==> config.mk <==
export PLATFORM = sky130hd
export DESIGN_NAME = circular_deque_flat
export DESIGN_NICKNAME = d
export VERILOG_FILES = /design/src/hdl/cdq_pkg.sv /design/src/hdl/cdq_req_if.sv /design/src/hdl/cdq_rsp_if.sv /design/src/hdl/cdq_store.sv /design/src/hdl/cdq_ctrl.sv /design/src/hdl/circular_deque.sv /design/src/flat_wrapper.sv
export SDC_FILE = /design/constraint.sdc
export NUM_CORES = 1
export LEC_CHECK = 0
export BUFFER_PORTS_ARGS = -buffer_cell sky130_fd_sc_hd__buf_2
export CAP_MARGIN = 20
export CORE_MARGIN = 10
export CORE_UTILIZATION = 45
export CTS_BUF_LIST = sky130_fd_sc_hd__clkbuf_8
export CTS_CLUSTER_DIAMETER = 120
export DETAILED_ROUTE_END_ITERATION = 10
export GPL_TIMING_DRIVEN = 0
export PLACE_DENSITY = 0.7
export SYNTH_ARGS = -nofsm -noshare
export SYNTH_HDL_FRONTEND = slang
export SYNTH_SLANG_ARGS = --single-unit
==> constraint.sdc <==
create_clock -name i_clk -period 5.5 [get_ports i_clk]
set_input_delay 1.1 -clock i_clk [delete_from_list [all_inputs] [get_ports i_clk]]
set_output_delay 1.1 -clock i_clk [all_outputs]
set_load 0.01 [all_outputs]
==> src/hdl/cdq_pkg.sv <==
// Shared constants, codes and types of the circular double-ended queue.
`timescale 1ns / 1ps

package cdq_pkg;

    // Number of store entries with its index and capacity widths, and other widths.
    localparam int DEPTH  = 16;
    localparam int IDX_W  = 4;
    localparam int CAP_W  = 5;
    localparam int DATA_W = 32;
    localparam int OP_W   = 2;
    localparam int ST_W   = 2;

    localparam logic [CAP_W-1:0] CAP_RESET = CAP_W'(DEPTH);

    // Request codes.
    localparam logic [OP_W-1:0] OP_INS_FRONT = 2'd0;
    localparam logic [OP_W-1:0] OP_INS_REAR  = 2'd1;
    localparam logic [OP_W-1:0] OP_REM_FRONT = 2'd2;
    localparam logic [OP_W-1:0] OP_REM_REAR  = 2'd3;

    // Result status codes.
    localparam logic [ST_W-1:0] ST_DONE     = 2'd0;
    localparam logic [ST_W-1:0] ST_OVERFLOW = 2'd1;
    localparam logic [ST_W-1:0] ST_EMPTY    = 2'd2;

    // What the index controller decides for the request on offer.
    typedef struct packed {
        logic             wr_en;
        logic             rd_en;
        logic [IDX_W-1:0] addr;
        logic [ST_W-1:0]  status;
    } t_decision;

    // Handshake sequencer of the top level.
    typedef enum logic [1:0] {
        S_IDLE = 2'b01,
        S_READ = 2'b10
    } t_state;

endpackage

==> src/hdl/cdq_req_if.sv <==
// Request channel: valid, ready, opcode and value.
`timescale 1ns / 1ps

interface cdq_req_if;
    logic                       valid;
    logic                       ready;
    logic [cdq_pkg::OP_W-1:0]   opcode;
    logic signed [cdq_pkg::DATA_W-1:0] value;

    modport source (output valid, output opcode, output value, input ready);
    modport sink   (input valid, input opcode, input value, output ready);
endinterface

==> src/hdl/cdq_rsp_if.sv <==
// Response channel: valid, ready, removed value and status.
`timescale 1ns / 1ps

interface cdq_rsp_if;
    logic                              valid;
    logic                              ready;
    logic signed [cdq_pkg::DATA_W-1:0] removed_value;
    logic [cdq_pkg::ST_W-1:0]          status;

    modport source (output valid, output removed_value, output status, input ready);
    modport sink   (input valid, input removed_value, input status, output ready);
endinterface

==> src/hdl/cdq_store.sv <==
// Element store: one-port synchronous memory with a registered read.
`timescale 1ns / 1ps

module cdq_store (
    input  logic                         i_clk,
    input  logic                         i_wr_en,
    input  logic                         i_rd_en,
    input  logic [cdq_pkg::IDX_W-1:0]    i_addr,
    input  logic [cdq_pkg::DATA_W-1:0]   i_wr_data,
    output logic [cdq_pkg::DATA_W-1:0]   o_rd_data
);

    logic [cdq_pkg::DATA_W-1:0] r_mem [cdq_pkg::DEPTH];
    logic [cdq_pkg::DATA_W-1:0] r_rd_data;

    always_ff @(posedge i_clk) begin
        if (i_wr_en) begin
            r_mem[i_addr] <= i_wr_data;
        end
        if (i_rd_en) begin
            r_rd_data <= r_mem[i_addr];
        end
    end

    assign o_rd_data = r_rd_data;

endmodule

==> src/hdl/cdq_ctrl.sv <==
// Index controller: capacity, front and rear indices, empty flag, request decode.
`timescale 1ns / 1ps

module cdq_ctrl (
    input  logic                        i_clk,
    input  logic                        i_rst_n,
    input  logic                        i_cfg_we,
    input  logic [cdq_pkg::CAP_W-1:0]   i_cfg_data,
    input  logic                        i_accept,
    input  logic [cdq_pkg::OP_W-1:0]    i_opcode,
    output cdq_pkg::t_decision          o_dec
);

    logic [cdq_pkg::CAP_W-1:0] r_cap, n_cap;
    logic [cdq_pkg::IDX_W-1:0] r_front, n_front;
    logic [cdq_pkg::IDX_W-1:0] r_rear, n_rear;
    logic                      r_empty, n_empty;

    logic [cdq_pkg::CAP_W-1:0] cap_use;
    logic [cdq_pkg::CAP_W-1:0] front_inc, rear_inc;
    logic [cdq_pkg::IDX_W-1:0] cap_last;
    logic [cdq_pkg::IDX_W-1:0] front_next, front_prev, rear_next, rear_prev;
    logic                      full;
    logic                      single;
    cdq_pkg::t_decision        dec;

    // Capacity in use: zero acts as one, anything above the store depth saturates.
    always_comb begin
        if (r_cap == '0) begin
            cap_use = cdq_pkg::CAP_W'(1);
        end else if (r_cap > cdq_pkg::CAP_W'(cdq_pkg::DEPTH)) begin
            cap_use = cdq_pkg::CAP_W'(cdq_pkg::DEPTH);
        end else begin
            cap_use = r_cap;
        end
    end

    assign cap_last   = cdq_pkg::IDX_W'(cap_use - cdq_pkg::CAP_W'(1));
    assign front_inc  = {1'b0, r_front} + cdq_pkg::CAP_W'(1);
    assign rear_inc   = {1'b0, r_rear} + cdq_pkg::CAP_W'(1);
    assign front_next = (front_inc >= cap_use) ? '0 : front_inc[cdq_pkg::IDX_W-1:0];
    assign rear_next  = (rear_inc >= cap_use) ? '0 : rear_inc[cdq_pkg::IDX_W-1:0];
    assign front_prev = (r_front == '0) ? cap_last : r_front - cdq_pkg::IDX_W'(1);
    assign rear_prev  = (r_rear == '0) ? cap_last : r_rear - cdq_pkg::IDX_W'(1);
    assign full       = !r_empty && (rear_next == r_front);
    assign single     = (r_front == r_rear);

    always_comb begin
        n_cap   = r_cap;
        n_front = r_front;
        n_rear  = r_rear;
        n_empty = r_empty;
        dec     = '{wr_en: 1'b0, rd_en: 1'b0, addr: '0, status: cdq_pkg::ST_DONE};

        unique case (i_opcode) inside
            cdq_pkg::OP_INS_FRONT, cdq_pkg::OP_INS_REAR: begin
                if (r_empty) begin
                    dec.wr_en = 1'b1;
                    dec.addr  = '0;
                    n_front   = '0;
                    n_rear    = '0;
                    n_empty   = 1'b0;
                end else if (full) begin
                    dec.status = cdq_pkg::ST_OVERFLOW;
                end else if (i_opcode == cdq_pkg::OP_INS_FRONT) begin
                    dec.wr_en = 1'b1;
                    dec.addr  = front_prev;
                    n_front   = front_prev;
                end else begin
                    dec.wr_en = 1'b1;
                    dec.addr  = rear_next;
                    n_rear    = rear_next;
                end
            end
            cdq_pkg::OP_REM_FRONT: begin
                if (r_empty) begin
                    dec.status = cdq_pkg::ST_EMPTY;
                end else begin
                    dec.rd_en = 1'b1;
                    dec.addr  = r_front;
                    if (single) begin
                        n_front = '0;
                        n_rear  = '0;
                        n_empty = 1'b1;
                    end else begin
                        n_front = front_next;
                    end
                end
            end
            default: begin
                if (r_empty) begin
                    dec.status = cdq_pkg::ST_EMPTY;
                end else begin
                    dec.rd_en = 1'b1;
                    dec.addr  = r_rear;
                    if (single) begin
                        n_front = '0;
                        n_rear  = '0;
                        n_empty = 1'b1;
                    end else begin
                        n_rear = rear_prev;
                    end
                end
            end
        endcase

        // Only an accepted request changes state or touches the store.
        if (!i_accept) begin
            n_front   = r_front;
            n_rear    = r_rear;
            n_empty   = r_empty;
            dec.wr_en = 1'b0;
            dec.rd_en = 1'b0;
        end

        // A capacity write also empties the queue.
        if (i_cfg_we) begin
            n_cap   = i_cfg_data;
            n_front = '0;
            n_rear  = '0;
            n_empty = 1'b1;
        end
    end

    always_ff @(posedge i_clk) begin
        if (!i_rst_n) begin
            r_cap   <= cdq_pkg::CAP_RESET;
            r_front <= '0;
            r_rear  <= '0;
            r_empty <= 1'b1;
        end else begin
            r_cap   <= n_cap;
            r_front <= n_front;
            r_rear  <= n_rear;
            r_empty <= n_empty;
        end
    end

    assign o_dec = dec;

endmodule

==> src/hdl/circular_deque.sv <==
// Top level of the circular double-ended queue.
`timescale 1ns / 1ps

// The block is a double-ended queue of up to 16 signed 32-bit elements.
// Requests arrive on i_req (valid/ready): an opcode that inserts at the front
// or rear, or removes from the front or rear, and a value used by inserts.
// Each accepted request produces exactly one transaction on o_rsp carrying
// the removed value (zero unless a removal succeeded) and a status code.
// The capacity register is written through i_cfg_we and i_cfg_data; a write
// sets the wrap point of both indices and empties the queue.
// Inserts and refused requests are answered in the cycle after acceptance.
// A successful removal reads the element store and is answered from the
// store's read register through the output register. One request is in
// flight at a time, so a request is taken every cycle for inserts while the
// receiver keeps up, and none while a removal waits on the store. The
// response sits in an output register, so a new request is accepted in the
// same cycle that a waiting response is taken. When the receiver stalls,
// the response holds and no further request is accepted.
// Reset (synchronous, active low) empties the queue, sets the capacity to
// 16 and drops o_rsp.valid; store contents are not cleared.

module circular_deque (
    input  logic                        i_clk,
    input  logic                        i_rst_n,
    input  logic                        i_cfg_we,
    input  logic [cdq_pkg::CAP_W-1:0]   i_cfg_data,
    cdq_req_if.sink                     i_req,
    cdq_rsp_if.source                   o_rsp
);

    cdq_pkg::t_state    r_state, n_state;
    cdq_pkg::t_decision dec;

    logic                       r_out_valid, n_out_valid;
    logic [cdq_pkg::DATA_W-1:0] r_out_value, n_out_value;
    logic [cdq_pkg::ST_W-1:0]   r_out_status, n_out_status;
    logic [cdq_pkg::DATA_W-1:0] rd_data;
    logic                       req_ready;
    logic                       accept;

    // A request is taken only while no removal is waiting on the store and
    // the output register is empty or being emptied in this cycle.
    assign req_ready = (r_state == cdq_pkg::S_IDLE) && (!r_out_valid || o_rsp.ready);
    assign accept    = i_req.valid && req_ready;

    cdq_ctrl u_ctrl (
        .i_clk      (i_clk),
        .i_rst_n    (i_rst_n),
        .i_cfg_we   (i_cfg_we),
        .i_cfg_data (i_cfg_data),
        .i_accept   (accept),
        .i_opcode   (i_req.opcode),
        .o_dec      (dec)
    );

    cdq_store u_store (
        .i_clk     (i_clk),
        .i_wr_en   (dec.wr_en),
        .i_rd_en   (dec.rd_en),
        .i_addr    (dec.addr),
        .i_wr_data (i_req.value),
        .o_rd_data (rd_data)
    );

    always_comb begin
        n_state      = r_state;
        n_out_value  = r_out_value;
        n_out_status = r_out_status;
        n_out_valid  = r_out_valid;

        // The response register frees up when its transaction completes.
        if (r_out_valid && o_rsp.ready) begin
            n_out_valid = 1'b0;
        end

        unique case (r_state)
            cdq_pkg::S_IDLE: begin
                if (accept) begin
                    if (dec.rd_en) begin
                        // The store answers on the next cycle.
                        n_state = cdq_pkg::S_READ;
                    end else begin
                        n_out_valid  = 1'b1;
                        n_out_value  = '0;
                        n_out_status = dec.status;
                    end
                end
            end
            cdq_pkg::S_READ: begin
                n_state      = cdq_pkg::S_IDLE;
                n_out_valid  = 1'b1;
                n_out_value  = rd_data;
                n_out_status = cdq_pkg::ST_DONE;
            end
            default: begin
                n_state = cdq_pkg::S_IDLE;
            end
        endcase
    end

    always_ff @(posedge i_clk) begin
        if (!i_rst_n) begin
            r_state     <= cdq_pkg::S_IDLE;
            r_out_valid <= 1'b0;
        end else begin
            r_state     <= n_state;
            r_out_valid <= n_out_valid;
        end
    end

    always_ff @(posedge i_clk) begin
        r_out_value  <= n_out_value;
        r_out_status <= n_out_status;
    end

    assign i_req.ready         = req_ready;
    assign o_rsp.valid         = r_out_valid;
    assign o_rsp.removed_value = r_out_value;
    assign o_rsp.status        = r_out_status;

endmodule

==> src/flat_wrapper.sv <==
// flat-port wrapper written by rule: the top's interface ports become plain ports
module circular_deque_flat 
  (i_clk, i_rst_n, i_cfg_we, i_cfg_data, i_req_valid, i_req_opcode, i_req_value, i_req_ready, o_rsp_valid, o_rsp_removed_value, o_rsp_status, o_rsp_ready);
  cdq_req_if i_req_i ();
  cdq_rsp_if o_rsp_i ();
  input  logic i_clk;
  input  logic i_rst_n;
  input  logic i_cfg_we;
  input  logic [cdq_pkg::CAP_W-1:0] i_cfg_data;
  input wire logic [$bits(i_req_i.valid)-1:0] i_req_valid;
  input wire logic [$bits(i_req_i.opcode)-1:0] i_req_opcode;
  input wire logic [$bits(i_req_i.value)-1:0] i_req_value;
  output wire logic [$bits(i_req_i.ready)-1:0] i_req_ready;
  output wire logic [$bits(o_rsp_i.valid)-1:0] o_rsp_valid;
  output wire logic [$bits(o_rsp_i.removed_value)-1:0] o_rsp_removed_value;
  output wire logic [$bits(o_rsp_i.status)-1:0] o_rsp_status;
  input wire logic [$bits(o_rsp_i.ready)-1:0] o_rsp_ready;
  assign i_req_i.valid = i_req_valid;
  assign i_req_i.opcode = i_req_opcode;
  assign i_req_i.value = i_req_value;
  assign i_req_ready = i_req_i.ready;
  assign o_rsp_valid = o_rsp_i.valid;
  assign o_rsp_removed_value = o_rsp_i.removed_value;
  assign o_rsp_status = o_rsp_i.status;
  assign o_rsp_i.ready = o_rsp_ready;
  circular_deque u_core (.i_clk(i_clk), .i_rst_n(i_rst_n), .i_cfg_we(i_cfg_we), .i_cfg_data(i_cfg_data), .i_req(i_req_i), .o_rsp(o_rsp_i));
endmodule
Word-level counts from Yosys, hierarchy flattened. Memory sizes are Yosys's and may differ from the RTL's. A register that Yosys moved wholly into a read port is not among the register bits. Cells that the tools add are included. Widths: inputs -> output; s select.

Equality and inequality tests: 14. Multiplexer cells: 49. $add $sub $neg: 5. $lt $le $gt $ge: 3. Reductions and logical operators: 20. Bitwise gates (word level): 1.

Operators by type and width (count): $mux 4 (19); $mux 32 (2); $pmux 32 s2 (1); $mux 5 (4); $pmux 4 s2 (2); $mux 1 (12); $pmux 6 s2 (1); $reduce_and 6->1 (2); $sub 4x1->4 const B (3); $add 4x1->5 const B (2); $ge 5x5->1 (2); $mux 2 (5); $ne 3x3->1 const B (3); $eq 4x4->1 (2); $logic_not 4->1 (2); $ne 2x2->1 const B (4); $gt 5x5->1 const B (1); $logic_not 5->1 (1); $eq 2x1->1 const B (2); $eq 2x2->1 const B (2); $logic_and 1x1->1 (4); $pmux 1 s2 (2); $pmux 2 s2 (1); $reduce_and 2->1 (2); 9 further kinds (11).

Bits of input ports: 44. Output and inout bits: 36. Bits in writable memories: 512. Memories: 1. Register bits: 51.

Memories: u_core.u_store.r_mem (words 16, width 32, rd ports 1, clocked after memory_dff 1, wr ports 1, line cdq_store.sv:13) `logic [cdq_pkg::DATA_W-1:0] r_mem [cdq_pkg::DEPTH];`.

Longest topological paths before layout. Gate-level depths: netlist of the first run.

Depth after elaboration: 14. Gate-level depth with buffers: 16. Mapped depth without buffers: 13.

Modules after synthesis. Synthesis of the first run repeated with hierarchy kept, for this count alone.

Cell total of the unflattened synthesis: 1150. Area total of the unflattened synthesis: 23420.0 um^2.

Modules (own cells, without submodules): cdq_store (cells an instance 840, instances 1, area an instance 20183.1 um^2, seq. area each 16335.7 um^2); cdq_ctrl (cells an instance 217, instances 1, area an instance 1765.4 um^2, seq. area each 280.3 um^2); circular_deque (cells an instance 93, instances 1, area an instance 1471.4 um^2, seq. area each 1081.0 um^2).

Least setup slack after synthesis of the first run. Ideal clock, no wire load.

Path type: reg-to-reg. Start: register u_core.u_ctrl.r_rear[0] (netlist name). End: memory u_core.u_store.r_mem[5][0] (netlist name), enable pin. Data arrival time: 4392 ps. Buffers on the path: 3. Setup slack: 687 ps. Data required time: 5079 ps. Setup time: 421 ps. Cell stages (with the launch flop): 15. Path through: dfxtp_1 -> buf_2 -> inv_1 -> ha_1 -> ha_1 -> nand2_1 -> o21a_1 -> o21ai_2 -> o22a_2 -> nor3_4 -> o22ai_1 -> buf_2 -> clkbuf_1 -> nand2_1 -> nor2_1.

Word-level cells in the longest chain between the ends: 11.

RTL lines: from (decl) (line cdq_ctrl.sv:16) `logic [cdq_pkg::IDX_W-1:0] r_rear, n_rear;`; from (signal assigned) (line cdq_ctrl.sv:134) `r_rear <= n_rear;`; $add 4x1->5 (line cdq_ctrl.sv:40) `assign rear_inc = {1'b0, r_rear} + cdq_pkg::CAP_W'(1);`; $ge 5x5->1 (line cdq_ctrl.sv:42) `assign rear_next = (rear_inc >= cap_use) ? '0 : rear_inc[cdq_pkg::IDX_W-1:0];`; $mux 4 (line cdq_ctrl.sv:42); $eq 4x4->1 (line cdq_ctrl.sv:45) `assign full = !r_empty && (rear_next == r_front);`; $logic_and 1x1->1 (line cdq_ctrl.sv:45); $mux 1 (line cdq_ctrl.sv:63) `end else if (full) begin`; $mux 1 (line cdq_ctrl.sv:57) `if (r_empty) begin`; $mux 1 (line cdq_ctrl.sv:55) `unique case (i_opcode) inside`; $mux 2 (line cdq_ctrl.sv:108) `if (!i_accept) begin`; $mux 1 (line cdq_store.sv:17) `if (i_wr_en) begin`; $mux 1 (not written as such) (line cdq_store.sv:18) `r_mem[i_addr] <= i_wr_data;`; to (decl) (line cdq_store.sv:13).

Several ways; a longest one is shown, not always the timed one.

Worst setup path after layout of the first run.
Start: register u_core.u_ctrl.r_rear[1] (netlist name). End: memory u_core.u_store.r_mem[12][6] (netlist name), enable pin.

Same word-level chain as after synthesis.

==> results of run 1 <==
==> sequential cells by signal, summed over array words and instances (netlist names) <==
| register | cells |
|---|---|
| u_core.u_store.r_mem | 512 |
| u_core.u_store.o_rd_data | 32 |
| u_core.u_ctrl.r_front | 4 |
| u_core.u_ctrl.r_rear | 4 |
| u_core.u_ctrl.r_cap | 5 |
| u_core.r_state | 2 |
| u_core.o_rsp.status | 2 |
| u_core.o_rsp.valid | 1 |
| u_core.o_rsp.removed_value | 32 |
| u_core.u_ctrl.r_empty | 1 |
==> per-layer routing <==
layer  vias up  GRT usage, %  wire [um]
li1       6177             -          -
met1      6972          25.3      24100
met2       667          29.9      27700
met3       104          3.80       4940
met4         2          6.20       1320
met5         -             0         15
==> worst max path at each step <==
| stage | from | end | slack (ns) | depth (start not counted) |
|---|---|---|---|---|
| floorplan | u_core.u_ctrl.r_rear[0]$_SDFFE_PP0P_ | u_core.u_store.r_mem[5][0]$_DFFE_PP_ | 0.69 | 14 |
| global placement | u_core.u_ctrl.r_rear[1]$_SDFFE_PP0P_ | u_core.u_store.r_mem[5][17]$_DFFE_PP_ | -2.03 | 14 |
| detailed placement | u_core.u_ctrl.r_rear[1]$_SDFFE_PP0P_ | u_core.u_store.r_mem[7][14]$_DFFE_PP_ | -0.19 | 15 |
| CTS | u_core.u_ctrl.r_rear[1]$_SDFFE_PP0P_ | u_core.u_store.r_mem[7][9]$_DFFE_PP_ | 0.11 | 15 |
| global route | u_core.u_ctrl.r_rear[1]$_SDFFE_PP0P_ | u_core.u_store.r_mem[12][6]$_DFFE_PP_ | -0.03 | 15 |
| finish | u_core.u_ctrl.r_rear[1]$_SDFFE_PP0P_ | u_core.u_store.r_mem[12][6]$_DFFE_PP_ | 0.25 | 15 |
==> synth_stat cells (5+ instances only) <==
master,number
edfxtp_1,578
mux2i_1,108
o22ai_1,98
o21ai_0,69
a221oi_1,66
nor2_1,66
clkbuf_1,45
buf_2,38
a211oi_1,36
and2_1,34
mux2_2,33
o32a_1,31
nand2_1,30
dfxtp_1,17
ha_1,17
a21oi_1,16
inv_1,16
nand2b_1,13
nand3_1,10
o211ai_1,9
nor2b_1,8
nor3_1,8
xor2_1,6
buf_4,5
==> per-stage QoR <==
step	util, %	worst slack [ns]	instances	TNS, ns	power, mW
after CTS	52.4	0.111	2357	0	8.78
after floorplan	-	0.687	1418	0	5.31
after global placement	48.0	-2.03	2175	-762.26	5.45
after global routing	52.6	-0.0317	2368	-0.161	9.04
final	52.7	0.251	2369	0	8.73
after detailed placement	49.1	-0.190	2193	-13.21	5.47
==> repair_timing <==
action                     CTS  global route
setup endpoints to repair  162           169
resized for setup            1             0
pin swaps                    0             8
hold buffers                 0             0
setup buffers                0            12
==> worst max-delay path, cell delays in order, from the launching register on <==
cell,delay [ns]
dfxtp_1,0.49
ha_1,0.34
xnor2_1,0.23
inv_1,0.12
ha_1,0.32
nand2_1,0.07
o21a_1,0.22
o21ai_2,0.43
o22a_2,0.31
nor3_4,0.09
o22ai_2,0.54
buf_2,0.40
clkbuf_1,0.41
nand2_1,0.22
nor2_4,0.53
buf_16,0.24
==> cell type report <==
class,count,area (um^2),share of cell area [%]
flip-flops and latches,595,17700,65.4
clock inverters,68,332,1.23
multi-input cells,713,5400,19.9
clock buffers,96,1320,4.88
plain buffers,92,419,1.55
well taps,680,851,3.14
diodes,1,2.50,0.00925
inverters,17,63.8,0.236
repair buffers,107,981,3.62
==> report_power, final <==
group          switching (mW)  total [mW]  internal (mW)
Sequential             0.0127        5.03           5.02
Clock                    1.64        3.35           1.70
Combinational           0.231       0.349          0.118
==> kinds of logic after synthesis <==
kind of cell,after synthesis,synth area share [%]
flip-flops,595,75.5
buffers and inverters,110,2.08
adder cells (fa/ha/maj),17,0.908
AND/OR/NAND/NOR,189,4.06
AO/OA/AOI/OAI,357,10.9
XOR/XNOR,9,0.336
multiplexers,141,6.20
==> impl_metrics.json, run 1 <==
{
  "dp_hpwl_um": 37100,
  "avgSynthCellArea_um2": 16.5,
  "dpl-instance-area_um2": 25300,
  "crit_arrival_ns": 5.61,
  "grtUsageTotal_pct": 18.7,
  "required_ns": 5.86,
  "irDropWorstVdd_mv": 0.160,
  "cts_buffers": 94,
  "synthFlopType": "edfxtp_1",
  "num-fill-cells": 4114,
  "final_area_um2": 27100,
  "die_h_um": 248,
  "setup_viol": 0,
  "die-area_um2": 61600,
  "io_buffers": 77,
  "num_vias": 13900,
  "synth_nets": 1479,
  "gp_congestion": 0.830,
  "die_x_um": 248,
  "hold_end": "u_core.o_rsp.removed_value[10]$_SDFFCE_PN0P_",
  "maxSlewHeadroom_pct": 18.0,
  "path_class": "register to register",
  "start_util_pct": 45.6,
  "cts.path.max_buffers": 3,
  "antenna_found_initial": 2,
  "yosys-top-cells-area": "edfxtp_1, mux2i_1, o22ai_1, a221oi_1, mux2_2",
  "grt_max_degree": 22,
  "root_buffer": "clkbuf_8",
  "netlist_area_um2": 23400,
  "reg2reg_slack_ns": 0.25,
  "yosysWarningCount": 0,
  "clock.fmax_mhz": 190,
  "drc_errors": 0,
  "nets": 1681,
  "wl_um": 58100,
  "synth-edff-count": 578,
  "power.density_nw_per_um2": 322,
  "drive_gt1_share_pct": 19.0,
  "worst_pin_slew_ns": 1.20,
  "clk_latency_ns": 0.68,
  "io_pins": 80,
  "cts_tree": "yes",
  "area_growth_syn_to_layout_pct": 15.5,
  "r2r_end": "u_core.u_store.r_mem[12][6]$_DFFE_PP_",
  "wl_per_cell_um": 24.5,
  "ys_types": 59,
  "maxSlewViolCount": 0,
  "reg2reg_from": "u_core.u_ctrl.r_rear[1]$_SDFFE_PP0P_",
  "async_flop_share_pct": 0,
  "hold_path.class": "register to register",
  "hold_depth": 1,
  "cp_max_fo": 17,
  "drt_pass1_iterations": 8,
  "dr.first_iter.drc_count": 1408,
  "row_count": 83,
  "cts.sinks": 595,
  "timing.hold.ws_ns": 0.524,
  "htreeDepth": 3,
  "synth_top_area_share_pct": 74.1,
  "core_um2": 51400,
  "syn_inst": 1418,
  "fin_crit_sh_pct": 95.4,
  "antenna_violating_nets_post_route": 0,
  "ys_seq_elements": 595,
  "status": "finished clean",
  "grt_pass1_wl_um": 86100,
  "leakage_nw": 8.73,
  "most-common-layout-cells": "edfxtp_1, buf_2, mux2i_1",
  "via_per_inst": 5.88,
  "fin_skew_ns": 0.0329,
  "seq_area_frac_synth_pct": 75.5,
  "grt_overflow": 0,
  "critPathLaunchType": "register",
  "fin_crit_ns": 5.25,
  "grt_pass1_vias": 13800,
  "clk_pin_slew_ns": 0.06,
  "cp-end-kind": "register",
  "reg2reg_depth": 15,
  "min-delay-start": "u_core.u_store.o_rd_data[10]$_DFFE_PP_",
  "final_hold_viol_count": 0,
  "final_common_cell": "edfxtp_1",
  "yosys.area.top_type": "edfxtp_1",
  "drv_cap": 0
}
Power figures use the tool's default switching activity.
==> run 2, diff against run 1 <==
--- a/config.mk
+++ b/config.mk
@@ -13,7 +13,7 @@
 export CTS_CLUSTER_DIAMETER = 120
 export DETAILED_ROUTE_END_ITERATION = 10
 export GPL_TIMING_DRIVEN = 0
-export PLACE_DENSITY = 0.7
+export PLACE_DENSITY = 0.72
 export SYNTH_ARGS = -nofsm -noshare
 export SYNTH_HDL_FRONTEND = slang
 export SYNTH_SLANG_ARGS = --single-unit
==> impl_metrics.json, run 2 (synthesis gave the netlist of run 1 again) <==
{
  "die_h_um": 248,
  "worst_pin_slew_ns": 1.00,
  "fin_skew_ns": 0.0353,
  "fin_crit_ns": 5.20,
  "power.density_nw_per_um2": 326,
  "largest_reg_flops": 512,
  "grt_max_degree": 23,
  "cp_max_fo": 20,
  "grt_pass1_vias": 14200,
  "antenna_cells": 0,
  "root_buffer": "clkbuf_8",
  "grt_overflow": 0,
  "most-common-layout-cells": "edfxtp_1, buf_2, mux2i_1",
  "grtUsageTotal_pct": 18.9,
  "crit_arrival_ns": 5.56,
  "via_per_inst": 5.91,
  "reg2reg_depth": 15,
  "final_hold_viol_count": 0,
  "grt_pass1_wl_um": 87500,
  "num-fill-cells": 4070,
  "drc_errors": 0,
  "cts_buffers": 96,
  "dp_slack_ns": -0.268,
  "num_vias": 14000,
  "wl_per_cell_um": 25.0,
  "drt_pass1_iterations": 5,
  "dp_hpwl_um": 37800,
  "gp_congestion": 0.841,
  "cts.sinks": 595,
  "nets": 1682,
  "antenna_violating_nets_post_route": 0,
  "hold_depth": 1,
  "htreeDepth": 3,
  "final_common_cell": "edfxtp_1",
  "row_count": 83,
  "irDropWorstVdd_mv": 0.187,
  "antenna_found_initial": 2,
  "path_class": "register to register",
  "die-area_um2": 61600,
  "drive_gt1_share_pct": 19.3,
  "dr.first_iter.drc_count": 1472,
  "io_buffers": 77,
  "io_pins": 80,
  "start_util_pct": 45.6,
  "clock.fmax_mhz": 192,
  "cts.path.max_buffers": 3,
  "wl_um": 59300,
  "core_um2": 51400,
  "area_growth_syn_to_layout_pct": 15.8,
  "timing.hold.ws_ns": 0.524,
  "required_ns": 5.86,
  "status": "finished clean",
  "hold_path.class": "register to register",
  "setup_viol": 0,
  "maxSlewHeadroom_pct": 33.3,
  "largest-register": "u_core.u_store.r_mem",
  "fin_ws_ns": 0.300,
  "clk_latency_ns": 0.68,
  "maxSlewViolCount": 0,
  "cts_tree": "yes",
  "fin_crit_sh_pct": 94.5,
  "cp-end-kind": "register",
  "critPathLaunchType": "register",
  "fin_tns_setup_ns": 0,
  "drv_cap": 0,
  "post-route-util_pct": 52.8,
  "clk_pin_slew_ns": 0.06,
  "die_x_um": 248,
  "leakage_nw": 8.76
}
-- run 2: final timing paths --
kind	to	slack, ns	from
setup / recovery	u_core.u_store.r_mem[12][23]$_DFFE_PP_	0.30	u_core.u_ctrl.r_rear[1]$_SDFFE_PP0P_
hold / removal	u_core.o_rsp.removed_value[26]$_SDFFCE_PN0P_	0.52	u_core.u_store.o_rd_data[26]$_DFFE_PP_
setup reg to reg	u_core.u_store.r_mem[12][23]$_DFFE_PP_	0.30	u_core.u_ctrl.r_rear[1]$_SDFFE_PP0P_
hold reg to reg	u_core.o_rsp.removed_value[26]$_SDFFCE_PN0P_	0.52	u_core.u_store.o_rd_data[26]$_DFFE_PP_
-- run 2: power by group --
part           internal [mW]  switching (mW)
registers               5.02          0.0132
clock network           1.74            1.74
logic                  0.119           0.233
-- run 2: worst max-delay path: stages, from the launching register on --
cell and delay [ns]:
dfxtp_1 0.51, ha_1 0.34, xnor2_1 0.23, inv_1 0.11
ha_1 0.31, nand2_1 0.07, o21a_1 0.22, o21ai_2 0.41
o22a_2 0.30, nor3_4 0.08, o22ai_2 0.53, buf_2 0.43
clkbuf_1 0.42, nand2_1 0.17, nor2_4 0.48, buf_16 0.25
-- run 2: area by class of cell --
cell class                 instances  area (um^2)  share of cell area [%]
buffer                            92          419                    1.54
clock buffer                      97         1340                    4.92
clock inverter                    76          388                    1.43
inverter                          17         63.8                   0.235
multi-input combinational        713         5400                    19.9
sequential                       595        17700                    65.2
tap                              680          851                    3.13
timing repair buffer             106          996                    3.67
-- run 2: stage by stage --
| step | instance area, um^2 | instances | total power, mW |
|---|---|---|---|
| floorplan | 23400 | 1418 | 5.31 |
| global placement | 24700 | 2175 | 5.45 |
| detailed placement | 25200 | 2193 | 5.47 |
| CTS | 27000 | 2366 | 8.91 |
| global route | 27100 | 2376 | 9.16 |
| finish | 27100 | 2376 | 8.86 |
-- run 2: routing by layer --
metal / part of all wire [%] / GRT usage, %
met4: 3.0 / 7.56
met2: 47 / 30.0
met1: 40 / 24.4
met3: 9.5 / 5.07
met5: 0.012 / 0
-- run 2: repair_timing --
item / 4_1_cts / 5_1_grt
setup buffers: 0 / 10
resized for setup: 1 / 0
hold buffers: 0 / 0
endpoints found under the hold margin: 0 / 0
setup endpoints to repair: 193 / 209
pin swaps: 1 / 8
